==> src/rtl/core/tcw_pkg.sv <==
// ----------------------------------------------------------------------------
// tcw_pkg: shared definitions of the text console writer
// Screen geometry, character codes, command and state types.
// ----------------------------------------------------------------------------
package tcw_pkg;

	localparam int SCREEN_WIDTH  = 80;
	localparam int SCREEN_HEIGHT = 25;
	localparam int CELL_COUNT    = SCREEN_WIDTH * SCREEN_HEIGHT;

	localparam int MEM_AW  = $clog2(CELL_COUNT);
	localparam int ADDR_W  = 11;
	localparam int ROW_W   = 5;
	localparam int COL_W   = 7;
	localparam int CELL_W  = 16;
	localparam int CHAR_W  = 8;
	localparam int ATTR_W  = 8;
	localparam int MODE_W  = 2;

	localparam int APB_ADDR_W = 3;
	localparam int APB_DATA_W = 32;
	localparam logic REG_ATTR = 1'b0;

	localparam int QUEUE_DEPTH = 2;
	localparam int QPTR_W      = $clog2(QUEUE_DEPTH);

	localparam logic [MODE_W-1:0] MODE_PUT   = 2'd0;
	localparam logic [MODE_W-1:0] MODE_READ  = 2'd1;
	localparam logic [MODE_W-1:0] MODE_CLEAR = 2'd2;

	localparam logic [CHAR_W-1:0] CH_TAB     = 8'd9;
	localparam logic [CHAR_W-1:0] CH_NEWLINE = 8'd10;
	localparam logic [CHAR_W-1:0] CH_RETURN  = 8'd13;
	localparam logic [CHAR_W-1:0] BLANK_CHAR = 8'h20;
	localparam logic [ATTR_W-1:0] DEFAULT_ATTR = 8'h02;

	// A tab stop every four columns: the two low column bits.
	localparam logic [1:0] TAB_LAST_COL = 2'b11;

	typedef enum logic [2:0] {
		OP_NOP,
		OP_CHAR,
		OP_NEWLINE,
		OP_RETURN,
		OP_TAB,
		OP_READ,
		OP_CLEAR
	} op_t;

	typedef struct packed {
		op_t               op;
		logic [CHAR_W-1:0] char_code;
		logic [MEM_AW-1:0] addr;
		logic              addr_ok;
	} cmd_t;

	typedef enum logic [3:0] {
		S_INIT,
		S_IDLE,
		S_RETURN,
		S_WRAP,
		S_NEWLINE,
		S_PUT,
		S_TAB,
		S_SCROLL_CP,
		S_SCROLL_DR,
		S_SCROLL_BL,
		S_CLEAR,
		S_READ,
		S_DONE
	} bstate_t;

	typedef struct packed {
		logic              we;
		logic [ATTR_W-1:0] data;
	} cfg_wr_t;

	typedef struct packed {
		logic              init_busy;
		logic [ATTR_W-1:0] attr;
	} back_status_t;

endpackage

==> src/rtl/core/tcw_queue.sv <==
// ----------------------------------------------------------------------------
// tcw_queue: command queue of the text console writer
// A short register queue between the front and the back.
// ----------------------------------------------------------------------------
module tcw_queue (
	input  logic          clk,
	input  logic          arst_n,
	input  logic          push,
	input  tcw_pkg::cmd_t push_cmd,
	input  logic          pop,
	output logic          valid,
	output logic          full,
	output tcw_pkg::cmd_t head_cmd
);
	import tcw_pkg::*;

	cmd_t              entry_q [QUEUE_DEPTH];
	logic [QPTR_W-1:0] wr_ptr_q;
	logic [QPTR_W-1:0] rd_ptr_q;
	logic [QPTR_W:0]   count_q;

	assign valid    = (count_q != '0);
	assign full     = (count_q == (QPTR_W + 1)'(QUEUE_DEPTH));
	assign head_cmd = entry_q[rd_ptr_q];

	always_ff @(posedge clk or negedge arst_n) begin
		if (!arst_n) begin
			wr_ptr_q <= '0;
			rd_ptr_q <= '0;
			count_q  <= '0;
		end else begin
			if (push) begin
				wr_ptr_q <= wr_ptr_q + 1'b1;
			end
			if (pop) begin
				rd_ptr_q <= rd_ptr_q + 1'b1;
			end
			if (push && !pop) begin
				count_q <= count_q + 1'b1;
			end else if (pop && !push) begin
				count_q <= count_q - 1'b1;
			end
		end
	end

	always_ff @(posedge clk) begin
		if (push) begin
			entry_q[wr_ptr_q] <= push_cmd;
		end
	end

endmodule

==> config.mk <==
export PLATFORM = sky130hd
export DESIGN_NAME = tcw_queue
export DESIGN_NICKNAME = d
export VERILOG_FILES = /design/src/rtl/core/tcw_pkg.sv /design/src/rtl/core/tcw_queue.sv
export SDC_FILE = /design/constraint.sdc
export NUM_CORES = 1
export LEC_CHECK = 0
export ABC_AREA = 1
export BUFFER_PORTS_ARGS = -buffer_cell sky130_fd_sc_hd__buf_4
export CORE_MARGIN = 10
export CORE_UTILIZATION = 51
export CTS_CLUSTER_DIAMETER = 60
export DETAILED_ROUTE_END_ITERATION = 7
export GPL_TIMING_DRIVEN = 0
export PLACE_DENSITY = 0.74
export SYNTH_ARGS = -nofsm -noshare
export SYNTH_HDL_FRONTEND = slang
export SYNTH_SLANG_ARGS = --single-unit
==> constraint.sdc <==
create_clock -name clk -period 2.1 [get_ports clk]
set_input_delay 0.105 -clock clk [delete_from_list [all_inputs] [get_ports clk]]
set_output_delay 0.105 -clock clk [all_outputs]
set_load 0.01 [all_outputs]
==> metrics.md <==
| Metric | Value |
|---|---|
| Status | finished clean |
| Slowest stage delay, CP | 0.38 ns |
| Worst setup EP type | output port |
| Mapped Area | 0.00197 sq mm |
| DRC Markers | 0 |
| Largest net degree at the start of global routing | 24 |
| First-pass GRT wire length | 5950 um |
| Nets@finish | 209 |
| Synthesized-area fraction occupied by adder cells | 0.00635 |
| Setup Fix Bufs, Post-CTS | 0 |
| FF+latch count, synth | 50 |
| Core Region | 0.00369 sq mm |
| Number of antenna diodes | 0 |
| Most common cell after layout, fill and taps aside | buf_4 |
| RSZ-0062 raised after global routing | false |
| Drt pass-1 iters | 4 |
| Buffer depth of the longest clock path | 2 |
| Synth Instances | 97 |
| Slew Limit Fails | 0 |
| Synth Area in XOR/XNOR | 0.0133 |
| Die Y | 82.1 um |
| Critical Path Fanout Max | 10 |
| Initial antenna violation count | 0 |
| R2R Path Start | wr_ptr_q |
| Worst hold-check path type | input pin to flip-flop |
| # IOs | 52 |
| Startpoint types | flip-flop |
| CTS buffer count | 5 |
| Cell variety after synth | 14 |
| H-tree depth | 2 |
| Peak VDD IR | 757 uV |
| Layout cell share with drive strength beyond 1 | 0.467 |
| Layout Area Growth over Synthesis | 40.2% |
| Synth Area in Compound Gates | 0 |
| CTS Root Cell | clkbuf_8 |
| Post-DP Area | 0.00243 sq mm |
| Commonest cells after routing, fill and taps aside | buf_4 (51), edfxtp_1 (46), dlygate4sd3_1 (25), mux2_4 (19), inv_1 (7) |
| Final Cell Area | 0.00276 sq mm |
| Sequential area share after synthesis | 0.752 |
| FP Rows | 22 |
| Storage cell area | 0.00148 sq mm |
| Filler cells | 234 |
| Synthesized area per cell | 20.3 sq um |
| Kind of critical path | flip-flop to output port |
| WP data arrival | 1.41 ns |
| PwrDens | 1160 mW/mm^2 |
| Synth warnings | 0 |
| Area of the multi-input gates | 413 sq um |
| Slew HR | 0.382 |
| Setup WS pre-CTS | 0.537 ns |
| Slowest-stage cell, CP | dfrtp_1 |
| Syn nets | 125 |
| Final hold viol count | 0 |
| DRT iter0 DRCs | 78 |
| Detailed Route WL | 3820 um |
| Required @ worst endpoint | 2.00 ns |
| # resized after CTS | 0 |
| Max-cap violations | 0 |
| Crit path launch | rd_ptr_q |
| Overflow after GRT | 0 |
| CTS tree | built |
| Post-route ant nets | 0 |
| CTS clk-pin slew, worst paths | 0.08 ns |
| Drt wl/cell | 16.6 um |
| DR vias | 1096 |
| I/O Buffers | 51 |
| Max Clock Freq | 659 MHz |
| Vias in the first global route | 1252 |
| Area share of and/or/nand/nor cells after synthesis | 0.0210 |
| Critical path cell sequence | buf_6, buf_12, mux2_4, buf_4 |
| Clock Skews | 0.00307 ns |
| Pleak | 1.15 nW |
| Die X | 82.1 um |
| Largest family of logic cells by synthesized area | multiplexers |
| Vias per Instance | 4.77 |
| Final Cycle Share | 0.722 |
| Full die area | 0.00675 sq mm |
| Period minus WS final | 1.52 ns |
| Clock sink total | 50 |
| GRT Overall Usage | 0.120 |
| Post-synthesis mux area share | 0.168 |
| Min-Delay Startpoint | push |
| Initial core utilization | 0.534 |
| Slew at the pin with the worst max-slew slack | 0.927 ns |
| Final count of negative-setup-slack endpoints | 0 |
| Routability cong. | 0.648 |
| Clk_lat worst skew | 0.30 ns |
| Worst setup margin | 0.584 ns |
-- worst paths after layout --
path	cells past startpoint	to	slack (ns)
max	4	head_cmd[16]	0.58
max in group asynchronous	2	rd_ptr_q	1.85
min	2	wr_ptr_q	0.01
min in group asynchronous	2	count_q[0]	0.15
min reg2reg	2	count_q[1]	0.51
max reg2reg	2	entry_q[1][15]	0.59
-- through the flow --
| step | power (mW) | util | hold slack (ns) | instances | TNS, ns |
|---|---|---|---|---|---|
| after detailed placement | 2.71 | 0.659 | -0.0959 | 197 | 0 |
| final | 3.21 | 0.749 | 0.0116 | 230 | 0 |
| after global routing | 3.38 | 0.749 | 0.0113 | 230 | 0 |
| after global placement | 2.64 | 0.654 | -0.0978 | 196 | -3.95 |
| after floorplan | 2.19 | - | -0.191 | 97 | 0 |
| after CTS | 3.26 | 0.749 | 0.00430 | 230 | 0 |
-- registers in the layout (all words and copies together), names as in the netlist --
| register | cells |
|---|---|
| entry_q | 46 |
| wr_ptr_q | 1 |
| rd_ptr_q | 1 |
| count_q | 2 |
-- kinds of logic (layout without fill, tap and decap cells) --
logic type	count (synthesis)	count (layout)
flip-flops	50	50
multiplexers	23	23
AND/OR/NAND/NOR	10	10
buffers and inverters	10	95
XOR/XNOR	3	3
adder cells (fa/ha/maj)	1	1
-- layer usage --
layer,routed length (um),global-route usage,part of all wire
met1,1350,0.117,0.35
met2,2130,0.223,0.56
met3,297,0.0529,0.078
met4,46,0.0357,0.012
met5,0,0,0
-- worst max-delay path, delay by kind of cell (launching register included) --
| family | cells | cell delay [ns] |
|---|---|---|
| buffers and inverters | 3 | 0.44 |
| DFF | 1 | 0.38 |
| muxes | 1 | 0.30 |
-- where the power goes --
| part | total, mW | switching, mW | internal (mW) |
|---|---|---|---|
| sequential | 1.40 | 0.0724 | 1.33 |
| combinational | 1.29 | 0.554 | 0.739 |
| clock | 0.515 | 0.286 | 0.229 |
-- repair_timing --
item	4_1_cts	5_1_grt
setup endpoints to repair	0	0
hold buffers	25	0
endpoints found under the hold margin	51	0
-- cells in the mapped netlist --
master / n / area (sq um)
nand2_1: 6 / 22.5
xnor2_1: 1 / 8.76
ha_1: 1 / 12.5
mux2_2: 4 / 45.0
xor2_1: 2 / 17.5
nand4_1: 1 / 6.26
nor2_1: 2 / 7.51
dfrtp_1: 4 / 100
buf_6: 1 / 11.3
nand3_1: 1 / 5.00
buf_12: 2 / 40.0
mux2_4: 19 / 285
edfxtp_1: 46 / 1380
inv_1: 7 / 26.3
-- layout make-up --
class	count	share of cell area
plain buffers	3	0.0186
clock buffers	6	0.0263
clock inverters	2	0.00317
inverters	7	0.00952
multi-input cells	37	0.150
flip-flops and latches	50	0.536
well taps	48	0.0217
repair buffers	77	0.235
Power figures use the tool's default switching activity.
