==> config.mk <==
export PLATFORM = sky130hd
export DESIGN_NAME = tcw_front
export DESIGN_NICKNAME = d
export VERILOG_FILES = /design/src/rtl/core/tcw_pkg.sv /design/src/rtl/core/tcw_front.sv
export SDC_FILE = /design/constraint.sdc
export NUM_CORES = 1
export LEC_CHECK = 0
export BUFFER_PORTS_ARGS = -buffer_cell sky130_fd_sc_hd__buf_2
export CELL_PAD_IN_SITES_DETAIL_PLACEMENT = 1
export CELL_PAD_IN_SITES_GLOBAL_PLACEMENT = 1
export CORE_MARGIN = 2
export CORE_UTILIZATION = 13
export DETAILED_ROUTE_END_ITERATION = 12
export PLACE_DENSITY = 0.81
export SYNTH_ARGS = -nofsm -noshare
export SYNTH_HDL_FRONTEND = slang
export SYNTH_SLANG_ARGS = --single-unit
export TNS_END_PERCENT = 5
==> constraint.sdc <==
create_clock -name vclk -period 1.7
set_input_delay 0.34 -clock vclk [all_inputs]
set_output_delay 0.34 -clock vclk [all_outputs]
set_load 0.01 [all_outputs]
==> src/rtl/core/tcw_pkg.sv <==
// ----------------------------------------------------------------------------
// tcw_pkg: shared definitions of the text console writer
// Screen geometry, character codes, command and state types.
// ----------------------------------------------------------------------------
package tcw_pkg;

	localparam int SCREEN_WIDTH  = 80;
	localparam int SCREEN_HEIGHT = 25;
	localparam int CELL_COUNT    = SCREEN_WIDTH * SCREEN_HEIGHT;

	localparam int MEM_AW  = $clog2(CELL_COUNT);
	localparam int ADDR_W  = 11;
	localparam int ROW_W   = 5;
	localparam int COL_W   = 7;
	localparam int CELL_W  = 16;
	localparam int CHAR_W  = 8;
	localparam int ATTR_W  = 8;
	localparam int MODE_W  = 2;

	localparam int APB_ADDR_W = 3;
	localparam int APB_DATA_W = 32;
	localparam logic REG_ATTR = 1'b0;

	localparam int QUEUE_DEPTH = 2;
	localparam int QPTR_W      = $clog2(QUEUE_DEPTH);

	localparam logic [MODE_W-1:0] MODE_PUT   = 2'd0;
	localparam logic [MODE_W-1:0] MODE_READ  = 2'd1;
	localparam logic [MODE_W-1:0] MODE_CLEAR = 2'd2;

	localparam logic [CHAR_W-1:0] CH_TAB     = 8'd9;
	localparam logic [CHAR_W-1:0] CH_NEWLINE = 8'd10;
	localparam logic [CHAR_W-1:0] CH_RETURN  = 8'd13;
	localparam logic [CHAR_W-1:0] BLANK_CHAR = 8'h20;
	localparam logic [ATTR_W-1:0] DEFAULT_ATTR = 8'h02;

	// A tab stop every four columns: the two low column bits.
	localparam logic [1:0] TAB_LAST_COL = 2'b11;

	typedef enum logic [2:0] {
		OP_NOP,
		OP_CHAR,
		OP_NEWLINE,
		OP_RETURN,
		OP_TAB,
		OP_READ,
		OP_CLEAR
	} op_t;

	typedef struct packed {
		op_t               op;
		logic [CHAR_W-1:0] char_code;
		logic [MEM_AW-1:0] addr;
		logic              addr_ok;
	} cmd_t;

	typedef enum logic [3:0] {
		S_INIT,
		S_IDLE,
		S_RETURN,
		S_WRAP,
		S_NEWLINE,
		S_PUT,
		S_TAB,
		S_SCROLL_CP,
		S_SCROLL_DR,
		S_SCROLL_BL,
		S_CLEAR,
		S_READ,
		S_DONE
	} bstate_t;

	typedef struct packed {
		logic              we;
		logic [ATTR_W-1:0] data;
	} cfg_wr_t;

	typedef struct packed {
		logic              init_busy;
		logic [ATTR_W-1:0] attr;
	} back_status_t;

endpackage

==> src/rtl/core/tcw_front.sv <==
// ----------------------------------------------------------------------------
// tcw_front: input side of the text console writer
// Accepts items and turns each into a decoded command for the queue.
// ----------------------------------------------------------------------------
module tcw_front (
	input  logic                  in_valid,
	output logic                  in_stall,
	input  logic [1:0]            mode,
	input  logic [7:0]            char_code,
	input  logic [10:0]           cell_address,
	input  tcw_pkg::back_status_t status,
	input  logic                  q_full,
	output logic                  q_push,
	output tcw_pkg::cmd_t         q_cmd
);
	import tcw_pkg::*;

	op_t op;

	always_comb begin
		case (mode)
			MODE_PUT: begin
				if (char_code == CH_NEWLINE) begin
					op = OP_NEWLINE;
				end else if (char_code == CH_RETURN) begin
					op = OP_RETURN;
				end else if (char_code == CH_TAB) begin
					op = OP_TAB;
				end else begin
					op = OP_CHAR;
				end
			end
			MODE_READ:  op = OP_READ;
			MODE_CLEAR: op = OP_CLEAR;
			default:    op = OP_NOP;
		endcase
	end

	// Nothing is taken while the store is being cleared after reset.
	assign in_stall = q_full | status.init_busy;
	assign q_push   = in_valid & ~in_stall;

	assign q_cmd.op        = op;
	assign q_cmd.char_code = char_code;
	assign q_cmd.addr      = MEM_AW'(cell_address);
	assign q_cmd.addr_ok   = ({1'b0, cell_address} < (ADDR_W + 1)'(CELL_COUNT));

endmodule

==> results of run 1 <==
## final timing paths
kind | end | slack [ns] | depth (start not counted)
hold / removal | q_cmd[1] | 0.68 | 0
setup / recovery | q_cmd[21] | -0.39 | 5
## repair_timing
action | in CTS | in global routing
endpoints found under the setup margin | 3 | 3
hold buffers | 0 | 0
resized for setup | 1 | 0
pin swaps | 1 | 0
## cell families after synthesis
family / after synthesis / synth area share
AOI/OAI and AO/OA: 5 / 0.135
xor gates and xnor gates: 1 / 0.0286
adders and majority gates: 2 / 0.0816
buffers and inverters: 23 / 0.514
muxes: 1 / 0.0327
and+or+nand+nor: 10 / 0.208
## cells in the mapped netlist
| library cell | n | area share |
|---|---|---|
| or4b_4 | 1 | 0.045 |
| nor3b_1 | 1 | 0.024 |
| xnor2_1 | 1 | 0.029 |
| mux2i_1 | 1 | 0.033 |
| or2_2 | 1 | 0.020 |
| o41ai_1 | 1 | 0.029 |
| o2111ai_1 | 1 | 0.029 |
| ha_1 | 2 | 0.082 |
| nor2b_1 | 1 | 0.020 |
| nand2_1 | 2 | 0.024 |
| or3b_1 | 1 | 0.029 |
| nor2_1 | 2 | 0.024 |
| and3_1 | 1 | 0.020 |
| inv_1 | 4 | 0.049 |
| a21oi_1 | 1 | 0.016 |
| buf_4 | 19 | 0.47 |
| o31ai_2 | 1 | 0.041 |
| o22ai_1 | 1 | 0.020 |
## layout by cell type (no fill, tap or decap), drive strengths merged
master   count
o31ai        1
xnor2        1
a21oi        1
nor2b        1
or4b         1
ha           2
o22ai        1
o2111ai      1
or3b         1
nor3b        1
o41ai        1
buf         44
mux2i        1
inv          4
nor2         2
and3         1
nand2        2
or2          1
## stage by stage
step / power, mW / hold slack, ns / setup WS [ns]
6_report: 0.106 / 0.680 / -0.392
5_1_grt: 0.118 / 0.680 / -0.417
3_5_place_dp: 0.106 / 0.680 / -0.444
3_3_place_gp: 0.101 / 0.680 / -0.416
2_1_floorplan: 0.0743 / 0.742 / -0.173
4_1_cts: 0.108 / 0.680 / -0.410
## power groups by stage
stage	clock network (mW)	registers (mW)	logic (mW)
finish	0	0	0.106
global placement	0	0	0.101
global route	0	0	0.118
floorplan	0	0	0.0743
CTS	0	0	0.108
detailed placement	0	0	0.106
## cell type report
cell class	instances	area share
Inverter	4	0.0338
Multi-Input combinational cell	19	0.361
Tap cell	28	0.0789
Timing Repair Buffer	44	0.527
## layer usage
layer	wire length, um	vias up	part of all wire
met5	0	-	0
met4	27	0	0.028
met3	91	6	0.094
met2	572	29	0.59
met1	277	154	0.29
li1	-	171	-
==> flow_summary.yaml, run 1 <==
timing:
  worst_slew_pin_slew_ns: 0.305
  relSlewSlack: 0.794
  rsz0062_at_grt: "yes"
  timing.fmax_mhz: 478
  finalCritPeriodShare: 1.23
  hold_violations: 0
  worst_slack_ns: -0.392
  setup_viol: 3
  fin_tns_setup_ns: -0.941
  fin_crit_ns: 2.09
  slew_viol_final: 0
finish:
  multi_input_area_sq_um: 160
  area_growth_pct: 44.9
  final_util: 0.201
  diodes: 0
  final_area_sq_um: 444
  layout-drive-gt1-share: 0.716
  fill_cells: 279
  nClkBuffers: 0
  fin_nets: 103
  seq_cell_count: 0
  finalNonFillerCells: 95
  seqCellArea_sq_um: 0
power_and_ir_drop:
  sw_frac_of_total: 0.493
  worst_ir_drop_vdd_v: 0.0000506
  clkPwrFrac: 0
  power_density_nw_per_um2: 238
  leakagePower_nw: 0.255
  p_comb_frac: 1.000
  p_switching_mw: 0.0521
  pwr-share-seq: 0
  intPower_mw: 0.0535
global_routing:
  grt_pass1_wl_um: 1500
  grt-busiest-layer: "met2"
  grt-ovfl-total: 0
  grt_usage: 0.0708
  antenna_found_initial: 0
  met2_usage: 0.163
  grt_max_degree: 6
  grt_pass1_vias: 390
  met1_usage: 0.0612
  met3_usage: 0.00286
setup_path:
  critPathMaxFanout: 2
  crit_slowest_cell: "or4b_4"
  startpoint_type: "primary input"
  crit_type: "primary input to output pin"
  max_stage_delay_ns: 0.53
  endpoint_kind: "output pin"
  worstSetupStartpoint: "char_code[4]"
  crit_buf_inv: 2
  path_delay_family: "simple AND/OR/NAND/NOR gates"
  crit_required_ns: 1.36
  path_cells: "buf_6 > or4b_4 > or3b_4 > o31ai_4 > buf_2"
  arrival_ns: 1.75
min_path:
  hold_class: "primary input to output pin"
  hp-start: "cell_address[0]"
synthesis:
  ys_types: 18
  synth.yosys.warnings: 0
  synth_nets: 76
  ys_seq_area_frac: 0
  netlist_area_sq_um: 307
  syn_avg_cell_area_sq_um: 7.30
  syn_inst: 42
place:
  dpl.hpwl_um: 931
  port_buffers: 41
  placed_area_sq_um: 438
  numPlacedInstances: 95
  gp_congestion: 0.723
floorplanning:
  initial_core_util: 0.139
  dieWidth_um: 52.6
  io_pins: 57
  die-area_sq_um: 2760
  core-area_sq_um: 2210
  die_h_um: 52.6
  num_rows: 17
status:
  status: "complete, but fails checks"
  violations: "negative setup slack"
clock_network:
  cts_setup_buffers: 0
drt:
  route.detailed.drc: 0
  via_per_inst: 3.79
  wl_per_cell_um: 10.2
  routed-via-count: 360
  totalWireLength_um: 969
  ant_nets: 0
  drt_pass1_iterations: 1
  drtIter0Drc: 0
job:
  cap_violations: 0
Power figures use the tool's default switching activity.
==> run 2: changes to the inputs <==
==> config.mk (replaced) <==
export PLATFORM = sky130hd
export DESIGN_NAME = tcw_front
export DESIGN_NICKNAME = d
export VERILOG_FILES = /design/src/rtl/core/tcw_pkg.sv /design/src/rtl/core/tcw_front.sv
export SDC_FILE = /design/constraint.sdc
export NUM_CORES = 1
export LEC_CHECK = 0
export CELL_PAD_IN_SITES_DETAIL_PLACEMENT = 1
export CELL_PAD_IN_SITES_GLOBAL_PLACEMENT = 1
export CORE_AREA = 2 2 39 41
export DETAILED_ROUTE_END_ITERATION = 12
export DIE_AREA = 0 0 41 43
export DONT_BUFFER_PORTS = 1
export PLACE_DENSITY = 0.62
export SYNTH_ARGS = -nofsm -noshare
export SYNTH_HDL_FRONTEND = slang
export SYNTH_SLANG_ARGS = --single-unit
export TNS_END_PERCENT = 5
==> run 2 against run 1 <==
Effect of this change:
- the run still ends with negative setup slack left
- total power decreased by 63%
- final cell count down 57%
- first-iteration DRC count unchanged
- flip-flop and latch count is the same
- global-route usage is 1.9 points lower
- non-clock buffer count fell by 42
- sequential share of layout area is the same
- core utilization shrank 4.4 points
- final area fell by 51%
==> flow_summary.yaml, run 2 (synthesis gave the netlist of run 1 again) <==
status:
  status: "complete, but fails checks"
  violations: "negative setup slack"
clock_network:
  cts_setup_buffers: 0
  ctsHoldBuffers: 0
timing:
  relSlewSlack: 0.797
  rsz0062_at_grt: "yes"
  slew_viol_final: 0
  hold_violations: 0
  timing.fmax_mhz: 530
  worst_slew_pin_slew_ns: 0.300
  fin_crit_ns: 1.89
  setup_viol: 3
  finalCritPeriodShare: 1.11
  hold-worst-slack_ns: 0.680
  worst_slack_ns: -0.186
  fin_tns_setup_ns: -0.366
finish:
  most-common-layout-cells: "4 x inv_1, 2 x nor2_1, 2 x nand2_1, 2 x ha_1, 2 x buf_4"
  layout-drive-gt1-share: 0.280
  diodes: 0
  fin_nets: 61
  layout_commonest_cell: "inv_1"
  seqCellArea_sq_um: 0
  final_area_sq_um: 216
  seq_cell_count: 0
  area_growth_pct: -29.4
  nClkBuffers: 0
drt:
  via_per_inst: 4.76
  totalWireLength_um: 527
  drt_pass1_iterations: 1
  route.detailed.drc: 0
  wl_per_cell_um: 12.9
  drtIter0Drc: 0
  routed-via-count: 195
  ant_nets: 0
floorplanning:
  core-area_sq_um: 1380
  num_rows: 14
  die-area_sq_um: 1760
  dieWidth_um: 41
  die_h_um: 43
  io_pins: 57
  initial_core_util: 0.222
min_path:
  hold_class: "primary input to output pin"
  hp-start: "cell_address[1]"
power_and_ir_drop:
  pwr-share-seq: 0
  power_density_nw_per_um2: 178
  p_switching_mw: 0.0184
  sw_frac_of_total: 0.477
  intPower_mw: 0.0202
  p_comb_frac: 1.000
  leakagePower_nw: 0.0879
  worst_ir_drop_vdd_v: 0.0000309
  clkPwrFrac: 0
  totalPowerFinal_mw: 0.0386
place:
  placed_area_sq_um: 210
  port_buffers: 0
  gp_congestion: 0.574
  pre_cts_ws_ns: -0.217
  dpl.hpwl_um: 499
setup_path:
  startpoint_type: "primary input"
  worstSetupStartpoint: "char_code[4]"
  crit_required_ns: 1.36
  crit_type: "primary input to output pin"
  endpoint_kind: "output pin"
  arrival_ns: 1.55
  critPathMaxFanout: 2
global_routing:
  grt-ovfl-total: 0
  grt_max_degree: 6
  grt_pass1_vias: 175
  grt_usage: 0.0519
  antenna_found_initial: 0
  grt_pass1_wl_um: 683
job:
  cap_violations: 0
==> run 2: cell types whose count changed in the layout (fill, tap and decap cells not counted), sizes merged <==
cell,change
buf,-42
==> run 2: metal layers <==
layer	wire length (um)	share of wire	track usage
met2	257	0.49	0.0875
met4	10	0.019	0.0200
met5	0	0	0
met1	140	0.27	0.0475
met3	118	0.22	0.0314
==> run 2: power by group through the flow <==
stage / logic [mW] / registers [mW] / clock network, mW
CTS: 0.0376 / 0 / 0
global placement: 0.0367 / 0 / 0
finish: 0.0386 / 0 / 0
floorplan: 0.0743 / 0 / 0
global route: 0.0427 / 0 / 0
detailed placement: 0.0375 / 0 / 0
==> run 2: path summary, 6_finish.rpt <==
kind	endpoint	cells past startpoint
worst min-delay path	q_cmd[2]	0
worst max-delay path	q_cmd[21]	3
==> run 2: area by class of cell <==
cell class,instances,area (sq um)
repair buffers,2,15.0
inverters,4,15.0
fillers,167,1170
multi-input cells,19,166
well taps,16,20.0
==> run 2: what timing repair did <==
action                     4_1_cts  5_1_grt
pin swaps                        1        1
gates resized for setup          0        1
setup endpoints to repair        3        3
==> run 2: through the flow <==
stage / instances / util
after floorplan: 42 / -
after global placement: 41 / 0.152
after detailed placement: 41 / 0.152
after CTS: 41 / 0.152
after global routing: 41 / 0.156
final: 41 / 0.156
==> run 2: critical path: stages <==
cell	delay, ns
or4b_4	0.52
or3b_4	0.41
o31ai_4	0.27
